[config.mk]
export PLATFORM = sky130hd
export DESIGN_NAME = cps_seq
export DESIGN_NICKNAME = d
export VERILOG_FILES = /design/src/hdl/cps_pkg.sv /design/src/hdl/cps_seq.sv
export SDC_FILE = /design/constraint.sdc
export NUM_CORES = 1
export LEC_CHECK = 0
export BUFFER_PORTS_ARGS = -buffer_cell sky130_fd_sc_hd__buf_2
export CAP_MARGIN = 20
export CORE_UTILIZATION = 30
export CTS_BUF_LIST = sky130_fd_sc_hd__clkbuf_2 sky130_fd_sc_hd__clkbuf_4 sky130_fd_sc_hd__clkbuf_8
export CTS_CLUSTER_SIZE = 40
export DETAILED_ROUTE_END_ITERATION = 8
export GPL_ROUTABILITY_DRIVEN = 0
export HOLD_SLACK_MARGIN = 0.1
export SLEW_MARGIN = 10
export SYNTH_ARGS = -nofsm -noshare
export SYNTH_HDL_FRONTEND = slang
export SYNTH_SLANG_ARGS = --single-unit
[constraint.sdc]
create_clock -name clock -period 4 [get_ports clock]
set_input_delay 0 -clock clock [delete_from_list [all_inputs] [get_ports clock]]
set_output_delay 0 -clock clock [all_outputs]
set_load 0.03 [all_outputs]
[src/hdl/cps_pkg.sv]
// ----------------------------------------------------------------------------
// Cumulative product scan: shared definitions
// Register indexes, fixed field widths and the step flags passed from the
// position sequencer to the datapath.
// ----------------------------------------------------------------------------
package cps_pkg;

   localparam int VALUE_W       = 32;
   localparam int INNER_SIZE_W  = 11;
   localparam int SCAN_LENGTH_W = 16;
   localparam int CSR_INDEX_W   = 8;
   localparam int CSR_DATA_W    = 16;

   localparam logic [CSR_INDEX_W-1:0] REG_INNER_SIZE  = 8'd0;
   localparam logic [CSR_INDEX_W-1:0] REG_SCAN_LENGTH = 8'd1;

   typedef struct packed {
      logic first;
      logic slab_end;
   } cps_step_type;

endpackage

[src/hdl/cps_seq.sv]
// ----------------------------------------------------------------------------
// Cumulative product scan: position sequencer
// Holds the two configuration registers and the inner and axis counters, and
// reports the store position and step flags of the next beat.
// ----------------------------------------------------------------------------
module cps_seq #(
   parameter int INNER_DEPTH = 1024
) (
   input  logic                                              clock,
   input  logic                                              reset,
   input  logic                                              csr_we,
   input  logic [cps_pkg::CSR_INDEX_W-1:0]                   csr_index,
   input  logic [cps_pkg::CSR_DATA_W-1:0]                    csr_wdata,
   input  logic                                              advance,
   output logic [(INNER_DEPTH > 1 ? $clog2(INNER_DEPTH) : 1)-1:0] pos,
   output cps_pkg::cps_step_type                             step
);
   import cps_pkg::*;

   localparam int IDX_W = INNER_DEPTH > 1 ? $clog2(INNER_DEPTH) : 1;
   localparam int CNT_W = $clog2(INNER_DEPTH + 1);
   localparam int EW    = (CNT_W > INNER_SIZE_W ? CNT_W : INNER_SIZE_W) + 1;
   localparam int AW    = SCAN_LENGTH_W + 1;

   logic [INNER_SIZE_W-1:0]  inner_size_ff, inner_size_in;
   logic [SCAN_LENGTH_W-1:0] scan_length_ff, scan_length_in;
   logic [IDX_W-1:0]         inner_ff, inner_in;
   logic [SCAN_LENGTH_W-1:0] axis_ff, axis_in;

   logic [EW-1:0] size_ext;
   logic [EW-1:0] eff_inner;
   logic [EW-1:0] pos_next;
   logic [AW-1:0] eff_scan;
   logic [AW-1:0] axis_next;
   logic          inner_wrap;
   logic          axis_last;

   always_comb begin
      size_ext = EW'(inner_size_ff);
      if (size_ext == '0) begin
         eff_inner = EW'(1);
      end else if (size_ext > EW'(INNER_DEPTH)) begin
         eff_inner = EW'(INNER_DEPTH);
      end else begin
         eff_inner = size_ext;
      end
      eff_scan   = (scan_length_ff == '0) ? AW'(1) : AW'(scan_length_ff);
      pos_next   = EW'(inner_ff) + EW'(1);
      axis_next  = AW'(axis_ff) + AW'(1);
      inner_wrap = pos_next >= eff_inner;
      axis_last  = axis_next >= eff_scan;
   end

   always_comb begin
      inner_size_in  = inner_size_ff;
      scan_length_in = scan_length_ff;
      inner_in       = inner_ff;
      axis_in        = axis_ff;
      if (csr_we) begin
         case (csr_index)
            REG_INNER_SIZE: begin
               inner_size_in = csr_wdata[INNER_SIZE_W-1:0];
               inner_in      = '0;
               axis_in       = '0;
            end
            REG_SCAN_LENGTH: begin
               scan_length_in = csr_wdata[SCAN_LENGTH_W-1:0];
               inner_in       = '0;
               axis_in        = '0;
            end
            default: begin
               inner_in = inner_ff;
            end
         endcase
      end else if (advance) begin
         if (inner_wrap) begin
            inner_in = '0;
            axis_in  = axis_last ? '0 : axis_next[SCAN_LENGTH_W-1:0];
         end else begin
            inner_in = pos_next[IDX_W-1:0];
         end
      end
   end

   always_ff @(posedge clock) begin
      if (reset) begin
         inner_size_ff  <= INNER_SIZE_W'(1);
         scan_length_ff <= SCAN_LENGTH_W'(1);
         inner_ff       <= '0;
         axis_ff        <= '0;
      end else begin
         inner_size_ff  <= inner_size_in;
         scan_length_ff <= scan_length_in;
         inner_ff       <= inner_in;
         axis_ff        <= axis_in;
      end
   end

   assign pos           = inner_ff;
   assign step.first    = axis_ff == '0;
   assign step.slab_end = inner_wrap && axis_last;

   // The counters never run past the configured shape.
   a_inner_in_range: assert property (@(posedge clock) disable iff (reset)
      EW'(inner_ff) < eff_inner)
      else $error("inner position beyond the inner size");

   a_axis_in_range: assert property (@(posedge clock) disable iff (reset)
      AW'(axis_ff) < eff_scan)
      else $error("axis step beyond the scan length");

endmodule

## Yosys cells after proc, flatten, opt, wreduce, memory -nomap -nowiden

Cells that the tools add are included.
Widths: inputs -> output; s select.

| storage, ports and cells | value |
|---|---|
| register bits after elaboration | 53 |
| bits of input ports | 28 |

| operators by class | value |
|---|---|
| add/sub/neg operators | 2 |
| order comparisons | 3 |
| equality and inequality tests | 2 |
| muxes and demuxes | 12 |
| reduce and logical (&&, ||, !) cells | 12 |

Operators with widths:

| kind | number |
|---|---|
| $mux 16 | 6 |
| $mux 10 | 4 |
| $logic_not 16->1 | 2 |
| $mux 11 | 2 |
| $add 16x1->17 const B | 1 |
| $ge 17x16->1 | 1 |
| $ge 11x12->1 | 1 |
| $add 10x1->11 const B | 1 |
| $gt 11x11->1 const B | 1 |
| $logic_not 11->1 | 1 |
| $eq 8x1->1 const B | 1 |
| $logic_not 8->1 | 1 |
| $reduce_and 2->1 | 3 |
| $reduce_bool 2->1 | 2 |
| $reduce_and 3->1 | 1 |
| $ne 2x2->1 const B | 1 |
| $reduce_or 2->1 | 1 |
| $logic_and 1x1->1 | 1 |

## Longest topological paths before layout

Gate-level depths: netlist of run 1.

| logic depth | value |
|---|---|
| word-level depth | 7 |
| depth in mapped cells | 14 |
| depth with buffers taken out | 12 |

## Worst setup path after synthesis of run 1

Ideal clock, no wire load.

| timing path | value |
|---|---|
| path kind | reg-to-output |
| start point | register axis_ff[0] |
| end point | output step[0] in the netlist's numbering |
| arrival | 2891 ps |
| slack | 1109 ps |
| cell stages (with the launch flop) | 14 |
| buffers on the path | 2 |
| cell sequence | dfxtp_1 ha_1 and3_1 nand3_2 nor3_1 xor2_1 ha_1 nand3_1 nor2_1 o311ai_1 and4_1 clkbuf_1 buf_2 a21oi_1 |

RTL lines:

| item | line | source |
|---|---|---|
| from (decl) | cps_seq.sv:28 | `logic [SCAN_LENGTH_W-1:0] axis_ff, axis_in;` |
| from (signal assigned) | cps_seq.sv:95 | `axis_ff <= axis_in;` |
| to (decl) | cps_seq.sv:16 | `output cps_pkg::cps_step_type step` |

==> results of run 1 <==
## cell type report
| cell class | count | area (µm²) |
|---|---|---|
| fillers | 1107 | 6990 |
| multi-input cells | 306 | 2080 |
| flip-flops and latches | 53 | 1060 |
| repair buffers | 60 | 399 |
| well taps | 140 | 175 |
| inverters | 22 | 82.6 |
| clock buffers | 5 | 68.8 |
| clock inverters | 2 | 35.0 |
## cells in the mapped netlist (5+ instances only)
library cell	count	area share [%]
a21oi_1	21	3.1
o21ai_0	5	0.74
inv_1	21	2.3
xnor2_1	16	4.2
nor2b_1	6	1.1
mux2i_1	26	7.7
xor2_1	14	3.6
and3_1	6	1.1
nor2_1	47	5.2
ha_1	30	11
nor4_1	8	1.5
nand2_1	34	3.8
nand4_1	22	4.1
dfxtp_1	53	32
clkbuf_1	7	0.78
nor3_1	15	2.2
nand3_1	15	2.2
buf_2	9	1.3
## metrics by stage
| stage | util (%) | std cells |
|---|---|---|
| global route | 35.8 | 588 |
| CTS | 35.7 | 586 |
| finish | 35.8 | 588 |
| global placement | 33.2 | 562 |
| floorplan | - | 404 |
| detailed placement | 33.2 | 562 |
## registers in the layout, summed over array words and instances, names as in the netlist
signal / cells
axis_ff: 16
scan_length_ff: 16
pos: 10
inner_size_ff: 11
## layer usage
metal	track usage (%)	vias up
met1	18.4	1424
met3	1.69	4
met5	0	-
li1	-	1521
met2	25.8	63
met4	3.62	0
## final timing paths
| kind | end | slack (ns) | cells past startpoint |
|---|---|---|---|
| max | step[0] | 0.57 | 13 |
| min | axis_ff[4] | 0.17 | 3 |
| max reg2reg | axis_ff[8] | 0.79 | 13 |
| min reg2reg | scan_length_ff[0] | 0.49 | 1 |
## report_power, final
part           switching [mW]  total [mW]  internal, mW
logic                  0.0475      0.0797        0.0322
registers             0.00165       0.530         0.529
clock network           0.181       0.363         0.182
## critical path: cells and delay by family (launching register included)
family	cells	cell delay, ns
AOI/OAI and AO/OA	2	0.28
xor gates and xnor gates	1	0.14
adders and majority gates	2	0.63
buffers and inverters	2	0.42
DFF	1	0.51
and+or+nand+nor	6	1.14
## cell usage in the layout (no fill, tap or decap), drive strengths merged, types with 2 or more instances in the layout
cell,synthesis,layout
a21boi,2,2
xnor2,16,16
mux2i,26,26
xor2,14,14
o21ai,6,6
clkinv,1,2
a21oi,23,23
a211o,2,2
nor2,49,49
nor4,8,8
ha,30,30
dfxtp,53,53
nand4b,2,2
nor4b,2,2
nand2,34,34
nor3b,2,2
and4b,2,2
nor3,15,15
nor2b,6,6
nand4,22,22
or2,2,2
clkbuf,7,5
inv,21,21
and4,3,3
nand3,16,16
dlygate4sd3,0,17
a31oi,4,4
and3,6,6
buf,16,43
a22oi,3,3
## kinds of logic (layout without fill, tap and decap cells)
family | count (synthesis) | in the layout | share of synthesized area [%]
buffers and inverters | 45 | 89 | 6.52
adder cells (fa/ha/maj) | 30 | 30 | 11.2
multiplexers | 26 | 26 | 7.74
flip-flops | 53 | 53 | 31.6
AND/OR/NAND/NOR | 171 | 171 | 25.6
XOR/XNOR | 30 | 30 | 7.82
AO/OA/AOI/OAI | 49 | 49 | 9.57
## timing repair
action / in CTS / in global routing
hold endpoints to repair: 27 / 0
hold buffers: 17 / 0
endpoints found under the setup margin: 0 / 0
==> metrics.md, run 1 <==
| Metric | Value |
|---|---|
| Total design power | 0.973 mW |
| Synth Register Bits | 53 |
| Die W | 108 µm |
| Largest net degree at the start of global routing | 55 |
| Avg WL per Cell | 13.6 µm |
| Cell area after synthesis | 3360 µm² |
| First-pass GRT wire length | 13500 µm |
| Max Clock Freq | 292 MHz |
| Asr flop ratio synth | 0% |
| Critical-path top delay cell | dfxtp_1 |
| Post-Route WL | 8020 µm |
| DP Area | 3610 µm² |
| Detailed Place HPWL | 5880 µm |
| Largest stage delay on the critical path | 0.51 ns |
| Core Area | 10900 µm² |
| First-pass detailed-route iteration total | 4 |
| Final worst path period share | 85.7% |
| CTS H-tree depth | 2 |
| Area growth, synth to finish | 16.1% |
| Peak supply drop | 139 µV |
| Syn nets | 462 |
| Crit Path Max Fanout | 23 |
| WP data arrival | 3.43 ns |
| Vias | 3012 |
| Final nets | 506 |
| GRT Util Overall | 14.5% |
| Port bufs | 39 |
| I/O Pins | 40 |
| Main flop type after synthesis | dfxtp_1 |
| Cell Pwr Density | 249 nW/µm² |
| Overflow after GRT | 0 |
| Normalized max-slew margin | 30.3% |
| Layout cells sized above 1 | 12.7% |
| Final number of hold-violating endpoints | 0 |
| Initial antenna violation count | 0 |
| Outcome | finished, final reports clean |
| RSZ-0062 raised after global routing | no |
| Most used cell, CP | ha_1 |
| Register area share after synthesis | 31.6% |
| TritonCTS clock tree | done |
| WL met3 | 239 µm |
| Post-cts repair resize count | 0 |
| Final setup fails | 0 |
| Post-route ant nets | 0 |
| N_diodes | 0 |
| Clock Skew | 0.00969 ns |
| Crit path cell chain | ha_1 > and3_1 > nand3_2 > nor3_1 > xor2_1 > ha_1 > nand3_1 > nor2_1 > o311ai_1 > and4_1 > buf_4 > a21oi_1 > buf_2 |
| Fin worst setup slack | 0.572 ns |
| Tightest Pin Transition | 1.04 ns |
| Worst hold-check path type | in -> reg |
| DP Worst Slack | 0.835 ns |
| Cell Rows | 38 |
| Sum Neg Setup Slack | 0 ns |
| DRC | 0 |
| CP required | 4.00 ns |
| CP startpoint | axis_ff[0] |
| Worst-Skew Late Latency | 0.31 ns |
| Highest Signal Layer | met4 |
| Hold path startpoint | csr_we |
| Maxcap violations | 0 |
| Syn Area/Cell | 8.32 µm² |
| Final Max Slew Viols | 0 |
| FF-to-FF Start | axis_ff[0] |
| Final Instance Area | 3900 µm² |
| Clock-pin slew on the worst setup and hold paths | 0.09 ns |
| YS warnings | 0 |
| Die ar. | 11600 µm² |
| CTS Sinks | 53 |
| Wire length on met2 | 3920 µm |
| Clk buf depth | 2 |
| Post-Syn Instances | 404 |
| Startpoint types | flip-flop |
| Die height | 108 µm |
| WL met1 | 3800 µm |
| Post-CTS setup buffers | 0 |
| Critical Path End Type | primary output |
| Hold slack | 0.167 ns |
| Vias in the first global route | 2864 |
| Initial Util | 30.9% |
| Clock root buffer | clkbuf_8 |
| Leakage | 1.61 nW |
| DR iter-0 viols | 146 |
| Setup CP Type | reg -> out |
| Synth unique cells | 49 |
| DR vias/cell | 5.12 |
| Fin crit period | 3.43 ns |
| Number of synthesized flops with an enable pin | 0 |
| Total CTS buffers | 5 |
No activity file was read; power rests on OpenSTA's default activity.
==> run 2, diff against run 1 <==
Settings changed: CORE_UTILIZATION 30 to 55, PLACE_DENSITY from default to 0.79.
Clock period 4 ns to 3.15 ns, I/O delays scaled along.
==> run 2 against run 1 <==
  * Sequential power rose by 27%
  * Critical path depth stayed put
  * Flip-flop and latch count stayed put
  * Highest routed layer unchanged
  * Hold slack worse by 0.033 ns
  * Sequential share of layout area rose by 0.18 points
  * Non-clock buffer count is 4 higher
  * First-iteration DRC count grew 56%
  * Setup slack worse by 0.41 ns
  * Global-route usage up 12 points
  * Core utilization rose by 31 points
  * Clock power grew 19%
==> metrics.md, run 2 (synthesis gave the netlist of run 1 again) <==
| Metric | Value |
|---|---|
| Initial antenna violation count | 0 (unchanged) |
| Tightest Pin Transition | 1.02 ns (-0.0279 ns) |
| Fin crit period | 2.99 ns |
| Cell Pwr Density | 306 nW/µm² (+23%) |
| Final nets | 511 (+0.99%) |
| Peak supply drop | 215 µV (+54%) |
| Startpoint types | flip-flop |
| Leakage | 1.66 nW (+3.0%) |
| RR Endpoint | axis_ff[2] |
| WP data arrival | 3.23 ns (-0.20 ns) |
| Cell Rows | 28 (-26%) |
| CTS H-tree depth | 2 (unchanged) |
| WHS Endpoint | axis_ff[4] |
| Clock Skew | 0.0167 ns (+0.00704 ns) |
| Clock-pin slew on the worst setup and hold paths | 0.11 ns (+0.02 ns) |
| Maxcap violations | 0 (unchanged) |
| Largest net degree at the start of global routing | 55 (unchanged) |
| Worst hold-check path type | in -> reg |
| Final worst path period share | 95.0% |
| CP required | 3.38 ns (-0.62 ns) |
| Vias in the first global route | 2910 (+1.6%) |
| Total design power | 1.21 mW (+24%) |
| First-pass GRT wire length | 13400 µm (-0.56%) |
| Largest regs | axis_ff x16, scan_length_ff x16, inner_size_ff x11 |
| Core Area | 5920 µm² (-46%) |
| Overflow after GRT | 0 (unchanged) |
| Detailed Place HPWL | 5560 µm (-5.4%) |
| DR vias/cell | 5.79 (+13%) |
| Layout cells sized above 1 | 18.1% (+5.3 points) |
| Initial Util | 56.8% (+26 points) |
| Hold path startpoint | csr_we |
| DRC | 0 (unchanged) |
| TritonCTS clock tree | done |
| R2R cell count | 13 (unchanged) |
| Total CTS buffers | 5 (unchanged) |
| Leading cell type in the layout, fill and taps excluded | nor2_1 |
| Post-Route WL | 8210 µm (+2.4%) |
| DR iter-0 viols | 228 (+56%) |
| Port bufs | 39 (unchanged) |
| Clock root buffer | clkbuf_8 |
| First-pass detailed-route iteration total | 4 (unchanged) |
| Die ar. | 6430 µm² (-45%) |
| GRT Util Overall | 26.8% (+12 points) |
| Outcome | finished, final reports clean |
| Die height | 80.2 µm (-26%) |
| Register-to-register setup slack | 0.16 ns (-0.63 ns) |
| Vias | 3064 (+1.7%) |
| Worst-Skew Late Latency | 0.33 ns (+0.02 ns) |
| Area growth, synth to finish | 17.7% |
| Avg WL per Cell | 15.5 µm (+14%) |
| Most frequent cells in the layout | 44 x nor2_1, 42 x dfxtp_1, 38 x buf_2 |
| Clk buf depth | 2 (unchanged) |
| Fin worst setup slack | 0.159 ns (-0.413 ns) |
| CTS Sinks | 53 (unchanged) |
| Critical Path End Type | flip-flop |
| Hold slack | 0.134 ns (-0.0333 ns) |
| Crit Path Max Fanout | 16 (-30%) |
| DP Worst Slack | -0.112 ns (-0.946 ns) |
| Post-route ant nets | 0 (unchanged) |
| Final Max Slew Viols | 0 (unchanged) |
| Max Clock Freq | 334 MHz |
| I/O Pins | 40 (unchanged) |
| Worst Hold Depth | 3 (unchanged) |
| Final number of hold-violating endpoints | 0 (unchanged) |
| FF-to-FF Start | pos[2] |
| Setup CP Type | reg -> reg |
| Die W | 80.2 µm (-26%) |
| Number of fill cells | 496 (-55%) |
| N_diodes | 0 (unchanged) |
| Finished Core Util | 66.8% (+31 points) |
| Final setup fails | 0 (unchanged) |
| Normalized max-slew margin | 32.2% (+1.9 points) |
[run 2: report_power, final]
part / leakage (nW) / switching (mW) / internal [mW]
logic: 1.18 / 0.0636 / 0.0451
registers: 0.433 / 0.00208 / 0.669
clock network: 0.0506 / 0.265 / 0.167
total: 1.66 / 0.331 / 0.881
[run 2: per-layer routing]
metal  vias to the layer above  share of wire (%)  GRT usage [%]
li1                       1524                  -              -
met5                         -                  0              0
met3                        15                4.4           4.89
met1                      1441                 46           34.2
met2                        84                 49           45.6
met4                         0                1.5           8.04
[run 2: what timing repair did]
item	4_1_cts	5_1_grt
gates resized for setup	4	25
setup buffers	0	1
pin swaps	0	4
endpoints found under the setup margin	17	18
gates cloned	0	1
hold buffers	17	0
hold endpoints to repair	27	0
[run 2: area by class of cell]
cell class | instances | area (µm²) | share of cell area, %
clock inverters | 3 | 28.8 | 0.728
repair buffers | 64 | 444 | 11.2
inverters | 22 | 82.6 | 2.09
multi-input cells | 307 | 2150 | 54.5
clock buffers | 5 | 68.8 | 1.74
well taps | 75 | 93.8 | 2.37
flip-flops and latches | 53 | 1080 | 27.4
[run 2: through the flow]
step | setup TNS (ns) | cell area (µm²) | cells
final | 0 | 3960 | 529
after detailed placement | -1.28 | 3580 | 502
after CTS | 0 | 3860 | 527
after global routing | -0.00397 | 3960 | 529
after floorplan | 0 | 3360 | 404
after global placement | 0 | 3580 | 502
[run 2: worst max path at each step]
stage / cells after the start / slack (ns) / endpoint / start
after floorplan: 13 / 0.26 / step[0] / axis_ff[0]
after global placement: 12 / 0.07 / axis_ff[1] / pos[0]
after detailed placement: 12 / -0.11 / axis_ff[15] / pos[0]
after CTS: 13 / 0.03 / step[0] / axis_ff[1]
after global routing: 12 / -0.004 / step[0] / axis_ff[2]
final: 13 / 0.16 / axis_ff[2] / pos[2]
[run 2: worst max-delay path, stage by stage, from the launching register on]
cell and delay, ns:
dfxtp_2 0.40, nand3_1 0.17, nor2_2 0.19, buf_4 0.14, xor2_1 0.16, ha_1 0.29, a2111oi_2 0.36, o21ai_1 0.18
a311oi_2 0.29, buf_4 0.19, or2_1 0.12, buf_6 0.17, a22oi_1 0.10, a21oi_1 0.14
==> run 3, diff against run 2 <==
Clock period 3.15 ns to 2.7 ns, I/O delays scaled along.
==> run 3 against run 2 <==
  * Critical path type unchanged
  * The run now ends with negative setup slack left
  * Combinational power up 45%
  * Critical endpoint unchanged
  * Clock power up 16%
  * Clock skew up 0.00065 ns
  * Global-route usage up 3.8 points
  * Via count up 12%
  * Maximum frequency up 9.4%
  * Clock-buffer cell count unchanged
  * Power up 19%
  * Cell area up 16%
  * Sequential share of layout area down 3.9 points
  * Register-to-register slack worse by 0.19 ns
==> metrics.md, run 3 (synthesis gave the netlist of run 1 again) <==
| Metric | Value |
|---|---|
| Fin worst setup slack | -0.0351 ns (-0.194 ns) |
| DRC | 0 (unchanged) |
| Setup CP Type | reg -> reg |
| M3 GR Usage | 4.89% (unchanged) |
| WP data arrival | 2.97 ns (-0.26 ns) |
| Sum Neg Setup Slack | -0.0971 ns (-0.0971 ns) |
| Die W | 80.2 µm (unchanged) |
| Clock-pin slew on the worst setup and hold paths | 0.11 ns (about the same) |
| First-pass detailed-route iteration total | 5 (+1) |
| Most frequent cells in the layout | 47 x buf_4, 43 x dfxtp_1, 40 x nor2_1 |
| P_int | 1.05 mW (+19%) |
| Initial Util | 56.8% (unchanged) |
| Worst hold-check path type | in -> reg |
| R2R cell count | 13 (unchanged) |
| Detailed Place HPWL | 5960 µm (+7.2%) |
| Gr busiest metal | met2 |
| Routing usage on met1 | 35.7% (+1.5 points) |
| Number of fill cells | 362 (-27%) |
| Post-Route WL | 10300 µm (+25%) |
| FF-to-FF Start | pos[0] |
| Layout cells sized above 1 | 31.9% (+14 points) |
| Final setup fails | 6 (+6) |
| Maxcap violations | 0 (unchanged) |
| CP required | 2.93 ns (-0.45 ns) |
| Setup crit end | axis_ff[2] |
| Critical Path End Type | flip-flop |
| Post-Place Cells | 525 (+4.6%) |
| Vias in the first global route | 3222 (+11%) |
| Normalized max-slew margin | 42.6% (+10 points) |
| CTS H-tree depth | 2 (unchanged) |
| Die height | 80.2 µm (unchanged) |
| Area growth, synth to finish | 36.9% |
| Seq pwr share | 54.3% (-1.1 points) |
| Leakage | 1.98 nW (+19%) |
| Clock share of power | 34.7% (-0.9 points) |
| CTS Sinks | 53 (unchanged) |
| DR vias/cell | 5.97 (+3.1%) |
| Outcome | finished with violations |
| Failing checks | negative setup slack |
| Worst-Skew Late Latency | 0.32 ns (about the same) |
| Startpoint types | flip-flop |
| DR iter-0 viols | 247 (+8.3%) |
| Die ar. | 6430 µm² (unchanged) |
| Cell Count, Final, Fillers Out | 576 (+8.9%) |
| Vias | 3439 (+12%) |
| RR Endpoint | axis_ff[2] |
| Tightest Pin Transition | 0.859 ns (-0.158 ns) |
| Clock Skew | 0.0174 ns (+0.000651 ns) |
| Post-route ant nets | 0 (unchanged) |
| Final worst path period share | 101% (+6.3 points) |
| Port bufs | 39 (unchanged) |
| Total CTS buffers | 5 (unchanged) |
| Cell Rows | 28 (unchanged) |
| Total design power | 1.44 mW (+19%) |
| Final nets | 558 (+9.2%) |
| Fin crit period | 2.74 ns (-0.256 ns) |
| N_diodes | 0 (unchanged) |
| Clock root buffer | clkbuf_8 |
| Core Area | 5920 µm² (unchanged) |
| First-pass GRT wire length | 15100 µm (+13%) |
| P_sw | 0.396 mW (+20%) |
| Overflow after GRT | 0 (unchanged) |
| CP startpoint | pos[0] |
| Crit Path Max Fanout | 16 (unchanged) |
| Grt met2 use | 56.4% (+11 points) |
| Largest regs | axis_ff x16, scan_length_ff x16, inner_size_ff x11 |
| Net Sw Frac | 27.4% (+0.16 points) |
| Largest net degree at the start of global routing | 29 (-47%) |
| Final Max Slew Viols | 0 (unchanged) |
| Register-to-register setup slack | -0.04 ns (-0.19 ns) |
| Avg WL per Cell | 17.8 µm (+15%) |
| TritonCTS clock tree | done |
| GRT Util Overall | 30.6% (+3.8 points) |
| Comb pwr share | 11.0% (+2.0 points) |
| Peak supply drop | 272 µV (+26%) |
| Cell Pwr Density | 314 nW/µm² (+2.5%) |
| Final number of hold-violating endpoints | 0 (unchanged) |
| Final Instance Area | 4600 µm² (+16%) |
| Initial antenna violation count | 0 (unchanged) |
| RSZ-0062 raised after global routing | yes |
| Max Clock Freq | 366 MHz (+9.4%) |
| I/O Pins | 40 (unchanged) |
| DP Area | 3780 µm² (+5.7%) |
| Clk buf depth | 2 (unchanged) |
| Leading cell type in the layout, fill and taps excluded | buf_4 |
| Hold slack | 0.137 ns (+0.00350 ns) |
-- run 3: cell count changes in the layout (fill, tap and decap cells not counted), sizes merged --
cell | previous run | this run
bufbuf | 0 | 1
clkinvlp | 0 | 1
clkbuf | 6 | 5
clkinv | 2 | 1
buf | 46 | 93
-- run 3: worst max-delay path: stages, from the launching register on --
cell	delay, ns
dfxtp_4	0.40
nand3_4	0.09
nor2_4	0.14
buf_6	0.11
nand4_1	0.13
xnor2_2	0.29
ha_4	0.26
a21oi_4	0.16
o221ai_4	0.12
a311oi_2	0.30
or2_1	0.22
buf_12	0.16
a22oi_1	0.09
a21oi_1	0.15
-- run 3: timing repair --
item                                    in CTS  in global routing
cloned                                       2                  0
hold buffers                                17                  0
hold endpoints to repair                    27                  0
gates resized for setup                     23                 46
endpoints found under the setup margin      26                 27
buffers inserted                            19                  4
pin swaps                                   14                 42
-- run 3: worst min-delay path by stage --
stage,start,end,slack [ns],cells past startpoint
after CTS,csr_we,axis_ff[8],0.14,3
final,csr_we,axis_ff[8],0.14,3
after detailed placement,csr_wdata[0],inner_size_ff[0],0.22,2
after floorplan,csr_wdata[0],inner_size_ff[0],0.12,1
after global placement,csr_wdata[0],inner_size_ff[0],0.22,2
after global routing,csr_we,axis_ff[8],0.14,3
-- run 3: cell type report --
cell class	instances	area, µm²	share of cell area (%)
Clock buffer	5	68.8	1.50
Clock inverter	3	28.8	0.626
Sequential cell	53	1080	23.5
Inverter	22	86.3	1.88
Timing Repair Buffer	111	853	18.6
Multi-Input combinational cell	307	2390	51.9
Tap cell	75	93.8	2.04
-- run 3: power groups by stage --
| stage | Combinational (mW) | Clock, mW | Sequential (mW) |
|---|---|---|---|
| final | 0.158 | 0.502 | 0.784 |
| after global routing | 0.167 | 0.533 | 0.785 |
| after CTS | 0.142 | 0.496 | 0.785 |
| after detailed placement | 0.105 | 0 | 0.803 |
| after global placement | 0.103 | 0 | 0.802 |
| after floorplan | 0.0626 | 0 | 0.806 |
-- run 3: per-stage QoR --
step                setup slack, ns  utilization (%)
floorplan                    0.0165                -
global placement             -0.292             63.9
detailed placement           -0.414             63.9
CTS                          0.0111             72.9
global route                 -0.148             77.7
finish                      -0.0351             77.7
-- run 3: metal layers --
metal / vias to the layer above / share of wire (%)
li1: 1623 / -
met1: 1608 / 40
met2: 163 / 50
met3: 45 / 6.5
met4: 0 / 3.7
met5: - / 0
